==> src/rtl/sbbl_pkg.sv <==
// ----------------------------------------------------------------------------
// sbbl_pkg
// Shared types and constants of the horizontal box blur line filter.
// ----------------------------------------------------------------------------
`default_nettype none

package sbbl_pkg;

  localparam int ChanW        = 8;     // bits per color channel
  localparam int CfgW         = 5;     // width of the radius register
  localparam int PixW         = 4 * ChanW;
  localparam int PosMaxW      = 13;    // position field, fits the largest row
  localparam int RadMaxW      = 6;     // radius field, fits the largest radius
  localparam int MaxRadiusDef = 25;
  localparam int MaxRowDef    = 4096;
  localparam int QueueDepth   = 2;

  typedef struct packed {
    logic [ChanW-1:0] pix_alpha;
    logic [ChanW-1:0] pix_red;
    logic [ChanW-1:0] pix_green;
    logic [ChanW-1:0] pix_blue;
    logic             row_end;
  } pix_t;

  typedef struct packed {
    logic [ChanW-1:0] avg_alpha;
    logic [ChanW-1:0] avg_red;
    logic [ChanW-1:0] avg_green;
    logic [ChanW-1:0] avg_blue;
    logic             row_done;
  } res_t;

  // One classified pixel, handed from the front to the back.
  typedef struct packed {
    logic [PixW-1:0]    pixel;    // A,R,G,B from high byte to low byte
    logic [PosMaxW-1:0] pos;      // position within the row
    logic [RadMaxW-1:0] radius;   // radius latched for this row
    logic               row_end;  // last pixel of the row, forced or flagged
  } entry_t;

endpackage

`default_nettype wire

==> src/rtl/sbbl_ram.sv <==
// ----------------------------------------------------------------------------
// sbbl_ram
// Generic single-write, single-read RAM with registered read data.
// ----------------------------------------------------------------------------
`default_nettype none

module sbbl_ram #(
  parameter int Width = 32,
  parameter int Depth = 51
) (
  input  wire logic                     clk_i,
  input  wire logic                     we_i,
  input  wire logic [$clog2(Depth)-1:0] waddr_i,
  input  wire logic [Width-1:0]         wdata_i,
  input  wire logic [$clog2(Depth)-1:0] raddr_i,
  output      logic [Width-1:0]         rdata_o
);

  logic [Width-1:0] mem_q [Depth];

  always_ff @(posedge clk_i) begin
    if (we_i) begin
      mem_q[waddr_i] <= wdata_i;
    end
    rdata_o <= mem_q[raddr_i];
  end

endmodule

`default_nettype wire

==> src/rtl/sbbl_front.sv <==
// ----------------------------------------------------------------------------
// sbbl_front
// Accept pixels, track the row position, latch the radius per row.
// ----------------------------------------------------------------------------
`default_nettype none

module sbbl_front #(
  parameter int MaxRadius    = sbbl_pkg::MaxRadiusDef,
  parameter int MaxRowPixels = sbbl_pkg::MaxRowDef
) (
  input  wire logic                      clk_i,
  input  wire logic                      rst_ni,
  input  wire logic                      cfg_we_i,
  input  wire logic [sbbl_pkg::CfgW-1:0] cfg_wdata_i,
  input  wire sbbl_pkg::pix_t            pix_i,
  input  wire logic                      pix_valid_i,
  output      logic                      pix_ready_o,
  output      sbbl_pkg::entry_t          entry_o,
  output      logic                      entry_valid_o,
  input  wire logic                      entry_ready_i
);

  localparam int PosW = $clog2(MaxRowPixels);
  localparam int RadW = $clog2(MaxRadius + 1);

  logic [sbbl_pkg::CfgW-1:0] blur_q;
  logic [PosW-1:0]           pos_q, pos_d;
  logic [RadW-1:0]           rowr_q, rowr_d;
  logic [RadW-1:0]           eff_rad, use_rad;
  logic                      last_pix, push;

  // Clamp the register into the usable radius range.
  always_comb begin
    priority if (blur_q == '0) begin
      eff_rad = RadW'(1);
    end else if (int'(blur_q) > MaxRadius) begin
      eff_rad = RadW'(MaxRadius);
    end else begin
      eff_rad = RadW'(blur_q);
    end
  end

  assign use_rad  = (pos_q == '0) ? eff_rad : rowr_q;
  assign last_pix = pix_i.row_end || (pos_q == PosW'(MaxRowPixels - 1));

  assign pix_ready_o   = entry_ready_i;
  assign entry_valid_o = pix_valid_i;
  assign push          = pix_valid_i && entry_ready_i;

  assign entry_o.pixel   = {pix_i.pix_alpha, pix_i.pix_red, pix_i.pix_green, pix_i.pix_blue};
  assign entry_o.pos     = sbbl_pkg::PosMaxW'(pos_q);
  assign entry_o.radius  = sbbl_pkg::RadMaxW'(use_rad);
  assign entry_o.row_end = last_pix;

  always_comb begin
    pos_d  = pos_q;
    rowr_d = rowr_q;
    if (push) begin
      rowr_d = use_rad;
      pos_d  = last_pix ? '0 : pos_q + 1'b1;
    end
  end

  always_ff @(posedge clk_i or negedge rst_ni) begin
    if (!rst_ni) begin
      blur_q <= sbbl_pkg::CfgW'(1);
      pos_q  <= '0;
      rowr_q <= RadW'(1);
    end else begin
      if (cfg_we_i) begin
        blur_q <= cfg_wdata_i;
      end
      pos_q  <= pos_d;
      rowr_q <= rowr_d;
    end
  end

endmodule

`default_nettype wire

==> src/rtl/sbbl_fifo.sv <==
// ----------------------------------------------------------------------------
// sbbl_fifo
// Short queue of classified pixels between the front and the back.
// ----------------------------------------------------------------------------
`default_nettype none

module sbbl_fifo #(
  parameter int Depth = sbbl_pkg::QueueDepth
) (
  input  wire logic             clk_i,
  input  wire logic             rst_ni,
  input  wire sbbl_pkg::entry_t data_i,
  input  wire logic             valid_i,
  output      logic             ready_o,
  output      sbbl_pkg::entry_t data_o,
  output      logic             valid_o,
  input  wire logic             ready_i
);

  localparam int PtrW = $clog2(Depth);
  localparam int CntW = $clog2(Depth + 1);

  sbbl_pkg::entry_t store_q [Depth];
  logic [PtrW-1:0]  wptr_q, rptr_q;
  logic [CntW-1:0]  cnt_q;
  logic             push, pop;

  assign ready_o = (cnt_q != CntW'(Depth));
  assign valid_o = (cnt_q != '0);
  assign data_o  = store_q[rptr_q];
  assign push    = valid_i && ready_o;
  assign pop     = valid_o && ready_i;

  always_ff @(posedge clk_i) begin
    if (push) begin
      store_q[wptr_q] <= data_i;
    end
  end

  always_ff @(posedge clk_i or negedge rst_ni) begin
    if (!rst_ni) begin
      wptr_q <= '0;
      rptr_q <= '0;
      cnt_q  <= '0;
    end else begin
      if (push) begin
        wptr_q <= (wptr_q == PtrW'(Depth - 1)) ? '0 : wptr_q + 1'b1;
      end
      if (pop) begin
        rptr_q <= (rptr_q == PtrW'(Depth - 1)) ? '0 : rptr_q + 1'b1;
      end
      unique case ({push, pop})
        2'b10:   cnt_q <= cnt_q + 1'b1;
        2'b01:   cnt_q <= cnt_q - 1'b1;
        default: cnt_q <= cnt_q;
      endcase
    end
  end

endmodule

`default_nettype wire

==> src/rtl/sbbl_back.sv <==
// ----------------------------------------------------------------------------
// sbbl_back
// Store pixels in the window RAM, sweep each output window, divide, emit.
// ----------------------------------------------------------------------------
`default_nettype none

module sbbl_back #(
  parameter int MaxRadius    = sbbl_pkg::MaxRadiusDef,
  parameter int MaxRowPixels = sbbl_pkg::MaxRowDef
) (
  input  wire logic             clk_i,
  input  wire logic             rst_ni,
  input  wire sbbl_pkg::entry_t entry_i,
  input  wire logic             entry_valid_i,
  output      logic             entry_ready_o,
  output      sbbl_pkg::res_t   res_o,
  output      logic             res_valid_o,
  input  wire logic             res_ready_i
);

  localparam int ChanW    = sbbl_pkg::ChanW;
  localparam int WinDepth = 2 * MaxRadius + 1;
  localparam int AW       = $clog2(WinDepth);
  localparam int PosW     = $clog2(MaxRowPixels);
  localparam int RadW     = $clog2(MaxRadius + 1);
  localparam int IW       = ((PosW > RadW) ? PosW : RadW) + 2;
  localparam int CntW     = $clog2(2 * MaxRadius + 2);
  localparam int SumW     = $clog2(WinDepth * 255 + 1);
  localparam int StepW    = $clog2(ChanW);

  typedef enum logic [5:0] {
    StIdle  = 6'b000001,
    StWrite = 6'b000010,
    StSetup = 6'b000100,
    StAccum = 6'b001000,
    StDiv   = 6'b010000,
    StEmit  = 6'b100000
  } state_e;

  state_e                  state_q, state_d;
  logic [sbbl_pkg::PixW-1:0] px_q, px_d;
  logic [PosW-1:0]         p_q, p_d, x_q, x_d, xlast_q, xlast_d;
  logic [RadW-1:0]         r_q, r_d;
  logic                    end_q, end_d;
  logic [AW-1:0]           wa_q, wa_d, a_q, a_d;
  logic signed [IW-1:0]    i_q, i_d;
  logic [CntW-1:0]         left_q, left_d;
  logic                    rdv_q, rdv_d;
  logic [StepW-1:0]        step_q, step_d;
  logic [SumW-1:0]         sum_q [4];
  logic [SumW-1:0]         sum_d [4];
  logic [CntW-1:0]         rem_q [4];
  logic [CntW-1:0]         rem_d [4];
  logic [ChanW-1:0]        quo_q [4];
  logic [ChanW-1:0]        quo_d [4];
  sbbl_pkg::res_t          res_q, res_d;
  logic                    res_valid_q, res_valid_d;

  logic [CntW-1:0]         cnt;
  logic [PosW-1:0]         r_pos;
  logic signed [IW-1:0]    lo_s, p_s, d_s;
  logic [AW-1:0]           d_a, start_a, a_inc, wa_inc;
  logic [AW:0]             wrap_sum;
  logic [CntW:0]           trial [4];
  logic                    ge [4];
  logic                    ram_we;
  logic [AW-1:0]           ram_raddr;
  logic [sbbl_pkg::PixW-1:0] ram_rdata;

  assign cnt      = CntW'({r_q, 1'b1});
  assign r_pos    = PosW'(r_q);
  assign p_s      = signed'(IW'(p_q));
  assign lo_s     = signed'(IW'(x_q)) - signed'(IW'(r_q));
  assign d_s      = p_s - lo_s;
  assign d_a      = AW'(d_s);
  assign wrap_sum = (AW+1)'(wa_q) + (AW+1)'(WinDepth) - (AW+1)'(d_a);
  assign start_a  = (wa_q >= d_a) ? wa_q - d_a : AW'(wrap_sum);
  assign a_inc    = (a_q == AW'(WinDepth - 1)) ? '0 : a_q + 1'b1;
  assign wa_inc   = (wa_q == AW'(WinDepth - 1)) ? '0 : wa_q + 1'b1;

  // Past the newest pixel the window clamps to it.
  assign ram_raddr = (i_q > p_s) ? wa_q : a_q;

  sbbl_ram #(
    .Width (sbbl_pkg::PixW),
    .Depth (WinDepth)
  ) u_win (
    .clk_i   (clk_i),
    .we_i    (ram_we),
    .waddr_i (wa_q),
    .wdata_i (px_q),
    .raddr_i (ram_raddr),
    .rdata_o (ram_rdata)
  );

  // One restoring division step per channel.
  always_comb begin
    for (int k = 0; k < 4; k++) begin
      trial[k] = {rem_q[k], quo_q[k][ChanW-1]};
      ge[k]    = (trial[k] >= (CntW+1)'(cnt));
    end
  end

  always_comb begin
    state_d       = state_q;
    px_d          = px_q;
    p_d           = p_q;
    r_d           = r_q;
    end_d         = end_q;
    x_d           = x_q;
    xlast_d       = xlast_q;
    wa_d          = wa_q;
    a_d           = a_q;
    i_d           = i_q;
    left_d        = left_q;
    rdv_d         = rdv_q;
    step_d        = step_q;
    sum_d         = sum_q;
    rem_d         = rem_q;
    quo_d         = quo_q;
    res_d         = res_q;
    res_valid_d   = res_valid_q && !res_ready_i;
    ram_we        = 1'b0;
    entry_ready_o = 1'b0;

    unique case (state_q)
      StIdle: begin
        if (entry_valid_i) begin
          entry_ready_o = 1'b1;
          px_d          = entry_i.pixel;
          p_d           = PosW'(entry_i.pos);
          r_d           = RadW'(entry_i.radius);
          end_d         = entry_i.row_end;
          state_d       = StWrite;
        end
      end
      StWrite: begin
        ram_we = 1'b1;
        if (end_q) begin
          x_d     = (p_q >= r_pos) ? p_q - r_pos : '0;
          xlast_d = p_q;
          state_d = StSetup;
        end else if (p_q >= r_pos) begin
          x_d     = p_q - r_pos;
          xlast_d = p_q - r_pos;
          state_d = StSetup;
        end else begin
          wa_d    = wa_inc;
          state_d = StIdle;
        end
      end
      StSetup: begin
        i_d    = lo_s;
        a_d    = (lo_s < 0) ? '0 : start_a;
        left_d = cnt;
        rdv_d  = 1'b0;
        for (int k = 0; k < 4; k++) begin
          sum_d[k] = '0;
        end
        state_d = StAccum;
      end
      StAccum: begin
        rdv_d = (left_q != '0);
        if (left_q != '0) begin
          left_d = left_q - 1'b1;
          i_d    = i_q + 1'b1;
          if ((i_q >= 0) && (i_q < p_s)) begin
            a_d = a_inc;
          end
        end
        if (rdv_q) begin
          for (int k = 0; k < 4; k++) begin
            sum_d[k] = sum_q[k] + SumW'(ram_rdata[sbbl_pkg::PixW-1-ChanW*k -: ChanW]);
          end
        end
        if ((left_q == '0) && !rdv_q) begin
          for (int k = 0; k < 4; k++) begin
            rem_d[k] = CntW'(sum_q[k] >> ChanW);
            quo_d[k] = sum_q[k][ChanW-1:0];
          end
          step_d  = '0;
          state_d = StDiv;
        end
      end
      StDiv: begin
        for (int k = 0; k < 4; k++) begin
          rem_d[k] = ge[k] ? CntW'(trial[k] - (CntW+1)'(cnt)) : CntW'(trial[k]);
          quo_d[k] = {quo_q[k][ChanW-2:0], ge[k]};
        end
        step_d = step_q + 1'b1;
        if (step_q == StepW'(ChanW - 1)) begin
          state_d = StEmit;
        end
      end
      StEmit: begin
        if (!res_valid_q || res_ready_i) begin
          res_d.avg_alpha = quo_q[0];
          res_d.avg_red   = quo_q[1];
          res_d.avg_green = quo_q[2];
          res_d.avg_blue  = quo_q[3];
          res_d.row_done  = end_q && (x_q == p_q);
          res_valid_d     = 1'b1;
          if (x_q == xlast_q) begin
            wa_d    = end_q ? '0 : wa_inc;
            state_d = StIdle;
          end else begin
            x_d     = x_q + 1'b1;
            state_d = StSetup;
          end
        end
      end
      default: state_d = StIdle;
    endcase
  end

  always_ff @(posedge clk_i) begin
    px_q    <= px_d;
    p_q     <= p_d;
    r_q     <= r_d;
    end_q   <= end_d;
    x_q     <= x_d;
    xlast_q <= xlast_d;
    a_q     <= a_d;
    i_q     <= i_d;
    step_q  <= step_d;
    sum_q   <= sum_d;
    rem_q   <= rem_d;
    quo_q   <= quo_d;
    res_q   <= res_d;
  end

  always_ff @(posedge clk_i or negedge rst_ni) begin
    if (!rst_ni) begin
      state_q     <= StIdle;
      wa_q        <= '0;
      left_q      <= '0;
      rdv_q       <= 1'b0;
      res_valid_q <= 1'b0;
    end else begin
      state_q     <= state_d;
      wa_q        <= wa_d;
      left_q      <= left_d;
      rdv_q       <= rdv_d;
      res_valid_q <= res_valid_d;
    end
  end

  assign res_o       = res_q;
  assign res_valid_o = res_valid_q;

endmodule

`default_nettype wire

==> src/rtl/sliding_box_blur_line.sv <==
// ----------------------------------------------------------------------------
// sliding_box_blur_line
// Horizontal box blur over one row of ARGB pixels, edges clamped.
// ----------------------------------------------------------------------------
// Pixels of a row come in one request at a time, the last one flagged with
// row_end (a row that reaches MaxRowPixels ends there on its own). For each
// position x the block returns, per channel, the truncated mean over the
// window x-r..x+r, using the first pixel for positions before the row and
// the last pixel for positions past it. Results trail the input by r pixels;
// the last pixel of a row releases the remaining ones, the final one marked
// with row_done. The radius r is taken from the config register when the
// first pixel of a row arrives (0 acts as 1, values above MaxRadius act as
// MaxRadius), so a write shows from the next row on. The back end first picks
// up a pixel and then stores it in the window RAM; every result that pixel
// releases is computed by a sweep of the 2r+1 window entries through the
// single read port of the window RAM and an 8-step divider per channel.
// A two-entry queue lets the front take pixels while the back still works,
// and a result register lets the back go on while a result waits
// downstream.
// ----------------------------------------------------------------------------
`default_nettype none

module sliding_box_blur_line #(
  parameter int MaxRadius    = sbbl_pkg::MaxRadiusDef,
  parameter int MaxRowPixels = sbbl_pkg::MaxRowDef
) (
  input  wire logic                      clk_i,
  input  wire logic                      rst_ni,
  // radius register write
  input  wire logic                      cfg_we_i,
  input  wire logic [sbbl_pkg::CfgW-1:0] cfg_wdata_i,
  // pixel requests
  input  wire sbbl_pkg::pix_t            pix_i,
  input  wire logic                      pix_valid_i,
  output      logic                      pix_ready_o,
  // result requests
  output      sbbl_pkg::res_t            res_o,
  output      logic                      res_valid_o,
  input  wire logic                      res_ready_i
);

  sbbl_pkg::entry_t fr_entry, bk_entry;
  logic             fr_valid, fr_ready;
  logic             bk_valid, bk_ready;

  // Front: classify each pixel (position, row radius, row end).
  sbbl_front #(
    .MaxRadius    (MaxRadius),
    .MaxRowPixels (MaxRowPixels)
  ) u_front (
    .clk_i         (clk_i),
    .rst_ni        (rst_ni),
    .cfg_we_i      (cfg_we_i),
    .cfg_wdata_i   (cfg_wdata_i),
    .pix_i         (pix_i),
    .pix_valid_i   (pix_valid_i),
    .pix_ready_o   (pix_ready_o),
    .entry_o       (fr_entry),
    .entry_valid_o (fr_valid),
    .entry_ready_i (fr_ready)
  );

  // Queue: decouple the accepting side from the window sweep.
  sbbl_fifo #(
    .Depth (sbbl_pkg::QueueDepth)
  ) u_queue (
    .clk_i   (clk_i),
    .rst_ni  (rst_ni),
    .data_i  (fr_entry),
    .valid_i (fr_valid),
    .ready_o (fr_ready),
    .data_o  (bk_entry),
    .valid_o (bk_valid),
    .ready_i (bk_ready)
  );

  // Back: store the pixel, then compute every result it releases.
  sbbl_back #(
    .MaxRadius    (MaxRadius),
    .MaxRowPixels (MaxRowPixels)
  ) u_back (
    .clk_i         (clk_i),
    .rst_ni        (rst_ni),
    .entry_i       (bk_entry),
    .entry_valid_i (bk_valid),
    .entry_ready_o (bk_ready),
    .res_o         (res_o),
    .res_valid_o   (res_valid_o),
    .res_ready_i   (res_ready_i)
  );

endmodule

`default_nettype wire

==> config.mk <==
export PLATFORM = sky130hd
export DESIGN_NAME = sliding_box_blur_line
export DESIGN_NICKNAME = d
export VERILOG_FILES = /design/src/rtl/sbbl_pkg.sv /design/src/rtl/sbbl_ram.sv /design/src/rtl/sbbl_front.sv /design/src/rtl/sbbl_fifo.sv /design/src/rtl/sbbl_back.sv /design/src/rtl/sliding_box_blur_line.sv
export SDC_FILE = /design/constraint.sdc
export NUM_CORES = 2
export LEC_CHECK = 0
export ABC_AREA = 1
export BUFFER_PORTS_ARGS = -buffer_cell sky130_fd_sc_hd__buf_2
export CELL_PAD_IN_SITES_DETAIL_PLACEMENT = 0
export CELL_PAD_IN_SITES_GLOBAL_PLACEMENT = 1
export CORE_ASPECT_RATIO = 1.4
export CORE_UTILIZATION = 40
export DETAILED_ROUTE_END_ITERATION = 12
export PLACE_DENSITY_LB_ADDON = 0.1
export SKIP_CTS_REPAIR_TIMING = 1
export SLEW_MARGIN = 15
export SYNTH_ARGS = -nofsm -noshare
export SYNTH_HDL_FRONTEND = slang
export SYNTH_SLANG_ARGS = --single-unit
==> constraint.sdc <==
create_clock -name clk_i -period 8.2 [get_ports clk_i]
set_input_delay 1.23 -clock clk_i [delete_from_list [all_inputs] [get_ports clk_i]]
set_output_delay 1.23 -clock clk_i [all_outputs]
set_load 0.005 [all_outputs]
After elaboration in Yosys (flattened, before gate mapping). Memory sizes are Yosys's and may differ from the RTL's. A register that Yosys moved wholly into a read port is not among the register bits. Index checks and enable logic that the tools add are counted.

Magnitude comparators: 11. $add $sub $neg: 25. Reduce and logical (&&, ||, !) cells: 31. Multiplexer cells: 62. Equality and inequality tests: 27.

Operators by type and width (count): 6-bit 2-to-1 mux (22); 56-bit one-hot mux with 2 select lines (1); 12-bit 2-to-1 mux (7); 32-bit one-hot mux with 2 select lines (1); 14-bit by 8-bit adder with 14-bit output (4); 56-bit 2-to-1 mux (1); 24-bit one-hot mux with 2 select lines (1); 6-bit subtractor (7); 6-bit one-hot mux with 2 select lines (3); 6-bit one-hot mux with 6 select lines (1); 32-bit 2-to-1 mux (1); 7-bit by 6-bit >= comparator with 1-bit output (4); 14-bit one-hot mux with 2 select lines (1); 12-bit by 1-bit adder with 12-bit output, second input constant (2); 12-bit equality test (2); 24-bit 2-to-1 mux (1); 12-bit one-hot mux with 2 select lines (1); 6-bit equality test, second input constant (3); 5-bit 2-to-1 mux (3); 14-bit by 1-bit adder with 14-bit output, second input constant (1); 14-bit by 1-bit >= comparator with 1-bit output, second input constant (1); 14-bit by 13-bit > comparator with 1-bit output (1); 14-bit by 13-bit less-than comparator with 1-bit output (1); 14-bit 2-to-1 mux (1); other kinds (42) (85).

Register bits: 238. Memory bits (writable): 1732. Output and inout bits: 35. Logic and storage cells: 191. Memories: 2.

Memory list: u_back.u_win.mem_q (depth 51, bits a word 32, read ports 1, clocked after memory_dff 1, write ports 1, line sbbl_ram.sv:19) `logic [Width-1:0] mem_q [Depth];`; u_queue.store_q (depth 2, bits a word 50, read ports 1, clocked after memory_dff 1, write ports 1, line sbbl_fifo.sv:23) `sbbl_pkg::entry_t store_q [Depth];`.

Logic depth before layout (Yosys ltp).
Word-level depth: 6. Depth in mapped cells: 23. Depth with buffers taken out: 22.

Cells and area by module. Synthesis repeated with hierarchy kept, for this count alone.

Cell total of the unflattened synthesis: 7783. Area, all modules: 87936.8 µm².

By module, submodules not included: sbbl_ram (seq. area each 49647.6 µm², cells an instance 5510, area an instance 66490.0 µm², times used 1); sbbl_back (seq. area each 7768.7 µm², cells an instance 1767, area an instance 15852.7 µm², times used 1); sbbl_fifo (seq. area each 3223.1 µm², cells an instance 301, area an instance 4053.9 µm², times used 1); sbbl_front (seq. area each 553.0 µm², cells an instance 205, area an instance 1540.2 µm², times used 1).

Least setup slack after synthesis. OpenSTA, ideal clock, no wires.

Kind: flip-flop to flip-flop. Start: register u_back.state_q[5]. End: register u_back.sum_q[0] (netlist name) (enable). Setup slack: 2463 ps. Clock period less this slack: 5737 ps. Path buffers: 1. Stages on the path, launching flop included: 7. Setup time: 547 ps. Arrival: 5189 ps. Cells stage by stage: dfrtp_1 nor2_1 inv_1 nor4_1 inv_2 clkbuf_1 o21ai_0.

Longest elaborated chain between the ends: 3. Elaborated cells on any way between the ends: 5. Classes of those cells: 3 x eq/ne; 2 x reduce/logical.

RTL lines: from (decl) (line sbbl_back.sv:40) `state_e state_q, state_d;`; from (signal assigned) (line sbbl_back.sv:234) `state_q <= StIdle;`; from (signal assigned) (line sbbl_back.sv:240) `state_q <= state_d;`; 6-bit by 4-bit equality test with 1-bit output / 6-bit by 3-bit equality test with 1-bit output (equally long branches) (line sbbl_back.sv:126) `unique case (state_q)`; 2-bit by 1-bit != test with 1-bit output (no source line) / 2-bit nonzero test (equally long branches); 2-bit AND reduction (no source line) (*); to (signal assigned) (line sbbl_back.sv:226) `sum_q <= sum_d;`; to (decl) (line sbbl_back.sv:50) `logic [SumW-1:0] sum_q [4];`.

Every way passes the cells marked *; elsewhere a longest branch is shown, timed or not. A chain may end at the register's enable or synchronous reset.

Worst setup path after layout.
Start: register u_back.p_q[5]. End: register u_back.u_win.rdata_o[21], read port of u_back.u_win.mem_q.

Longest elaborated chain between the ends: 2.

RTL lines: from (decl) (line sbbl_back.sv:42) `logic [PosW-1:0] p_q, p_d, x_q, x_d, xlast_q, xlast_d;`; from (signal assigned) (line sbbl_back.sv:218) `p_q <= p_d;`; 14-bit by 13-bit > comparator with 1-bit output (line sbbl_back.sv:82) `assign ram_raddr = (i_q > p_s) ? wa_q : a_q;`; 6-bit 2-to-1 mux (line sbbl_back.sv:82); to (decl) (line sbbl_ram.sv:16) `output logic [Width-1:0] rdata_o`.

No other way between the ends.

==> summary.md <==
| Metric | Value |
|---|---|
| Clk_lat worst skew | 0.88 ns |
| Achievable Freq | about 200 MHz |
| Starting Density | around two fifths |
| Crit end category | flop |
| Core Area | 223000 um^2 |
| Via density | 5.25 |
| Detailed-route wire length per cell | roughly 25 um |
| DRT iter0 DRCs | 5544 |
| Global route overflow | 0 |
| Synth unique cells | 53 |
| Placed Cells incl. Taps | 10900 |
| Core occupancy in the finished layout | 45.0% |
| Pwr Total | 35.9 mW |
| Primary FF master, synth | edfxtp_1 |
| Die width | 402 um |
| Via Count | between 50000 and 60000 |
| Worst slew pin tran | 1.04 ns |
| Seq/Total Area, Yosys | 68.0% |
| First-pass GRT wire length | 400000 um |
| Crit path from | u_back.p_q[5] |
| Top cells by count, synth | 1974 x edfxtp_1, 1821 x nand2_1, 1395 x inv_1 |
| Post-DRT Antenna Nets | 0 |
| Worst clock skew | ~0.057 ns |
| Footprint of the multi-input gates | 22100 um^2 |
| Worst R2R Start | u_back.p_q[5] |
| Post-Syn Area per Cell | 11.0 um^2 |
| Number of max-cap violations | 0 |
| Fin. Hold Viols | 0 |
| Area added between synthesis and finish | 11.6% |
| Status | completed |
| GP Congestion | 0.839 |
| CP required | 9.01 ns |
| Synth Register Bits | 2052 |
| Die Footprint | 226000 um^2 |
| Ranking of synthesized cells by area | edfxtp_1 66%, nand2_1 7.6%, nand3_1 7.2%, inv_1 5.8%, o211ai_1 1.8% |
| Post-Route WL | ~280000 um |
| Syn_nets | 8308 |
| Drt first pass iters | 5 |
| Setup violations, final | 0 |
| Area of the mapped netlist | 89800 um^2 |
| RSZ-0062 raised after global routing | false |
| Max Slew Vio Count | 0 |
| Synth warn | 0 |
| Share of cells above drive strength 1 | 7.82% |
| CTS Buf Count | 210 |
| Rows | 205 |
| Ys async rst share | around 2.2% |
| Die height | about 560 um |
| Pin count of the biggest net entering global routing | 139 |
| Worst slew margin | 30.2% |
| CTS Buffer Depth | 4 |
| Yosys top cell area share | 66.0% |
| Yosys top cell by area | edfxtp_1 |
| Power Density | ~360 nW/um^2 |
| CTS sink count | 2052 |
| Detailed placement HPWL | 153000 um |
| Final Non-Filler Cells | 11300 |
| Number of flops mapped to enable cells by yosys | 1974 |
| Vias in the first global route | 56900 |
| Synth Instances | 8143 |
| Initial antenna violation count | 23 |
| Crit path DAT | 5.83 ns |
| PortBufs | 77 |
| Count leader, synth | edfxtp_1 |
| I/O pin cnt | 78 |
| Clock slew at reported path FFs | roughly 0.070 ns |
| CTS H-tree depth | 4 |
| Reg area | 61100 um^2 |
| Critical path peak fanout | ~110 |
| Hold wc startpoint | u_back.quo_q[27] |
| Leakage | ~40 nW |
| Setup TNS | 0 ns |
| Hold Path Class | reg -> reg |
| CTS tree | done |
| Crit path launch type | flop |
| Root Buffer | clkbuf_16 |
| Gr usage total | 24.3% |
| # nets final | 8356 |
| Crit Path Class | reg -> reg |
| Fillers | 20500 |
| DRC viols | 0 |
| VDD IR max | between 300 and 400 uV |
| Tcrit/Tclk final | ~61% |
| Clock period minus final worst setup slack | 5.02 ns |
[layout make-up]
class	instances	area share (%)
diodes	4	0.00998
clock buffers	293	5.85
clock inverters	80	0.568
inverters	1404	5.27
multi-input cells	4294	22.0
flip-flops and latches	2052	60.9
well taps	2898	3.62
repair buffers	229	1.75
[power by group]
group / switching [mW] / internal, mW
registers: 0.674 / 13.7
clock network: 4.04 / 5.20
logic: 9.05 / 3.25
total: 13.8 / 22.1
[kinds of logic after synthesis]
group / count (synthesis) / synth area share (%)
compound gates: 650 / 4.58
xor+xnor: 79 / 0.770
fa+ha+maj: 122 / 1.82
buf+inv: 1797 / 7.99
flops: 2052 / 68.0
mux: 52 / 0.652
simple gates: 3391 / 16.2
[path summary, 6_finish.rpt]
path / to / slack [ns] / cells after the start
max: u_back.u_win.rdata_o[21] / 3.18 / 18
min: u_back.res_o[28] / 0.42 / 0
max reg2reg: u_back.u_win.rdata_o[21] / 3.18 / 18
min reg2reg: u_back.res_o[28] / 0.42 / 0
max in group asynchronous: u_queue.rptr_q / 7.20 / 2
min in group asynchronous: u_back.state_q[1] / 0.51 / 2
[cell usage in the layout (no fill, tap or decap), types with 107 or more instances in the layout]
cell type,n
nand3_1,1290
nand2_1,1820
clkbuf_16,215
inv_1,1394
ha_1,107
o211ai_1,220
o21ai_0,157
a21oi_1,123
edfxtp_1,1974
buf_4,134
nor2_1,139
[sequential cells by signal, indices dropped and copies added (netlist names), 2 cells and up]
name                  count
u_back.state_q            6
u_queue.store_q         100
u_front.rowr_q            5
u_front.pos_q            12
u_back.a_q                6
u_back.sum_q             56
u_back.u_win.mem_q     1632
u_back.quo_q             32
u_back.wa_q               6
u_back.x_q               12
u_back.rem_q             24
u_back.p_q               12
u_back.r_q                5
u_back.u_win.rdata_o     32
u_front.blur_q            5
u_back.res_o             33
u_back.step_q             3
u_back.px_q              32
u_back.left_q             6
u_back.i_q               14
u_back.xlast_q           12
u_queue.cnt_q             2
[critical path, cell delays in order, from the launching register on]
cell      delay [ns]
edfxtp_1        0.41
clkinv_1        0.24
ha_1            0.37
nand2_1         0.07
nor2_1          0.17
nand2_1         0.08
nand3_1         0.06
nand2_1         0.06
nand2_2         0.18
nand2_4         0.19
o21ai_4         0.29
buf_12          0.49
buf_4           0.72
nand3_1         0.17
nand3_1         0.15
nand3_1         0.16
nand3_1         0.29
nand3_1         0.34
nand2_1         0.20
[per-layer routing]
metal | vias up | track usage [%] | wire length, um
li1 | 27500 | - | -
met1 | 29400 | 31.2 | 115000
met2 | 1692 | 42.4 | 138000
met3 | 416 | 2.73 | 14900
met4 | 6 | 8.35 | 9730
met5 | - | 0 | 47
[stage by stage]
stage                     setup slack, ns  cell area, um^2  hold slack [ns]
final                                3.18           100000            0.425
after global routing                 2.76           100000            0.448
after CTS                            3.11           100000            0.433
after detailed placement             3.20            93800            0.439
after global placement               3.23            93800            0.437
after floorplan                      2.46            89800            0.427
(Power assumes the default switching activity.)
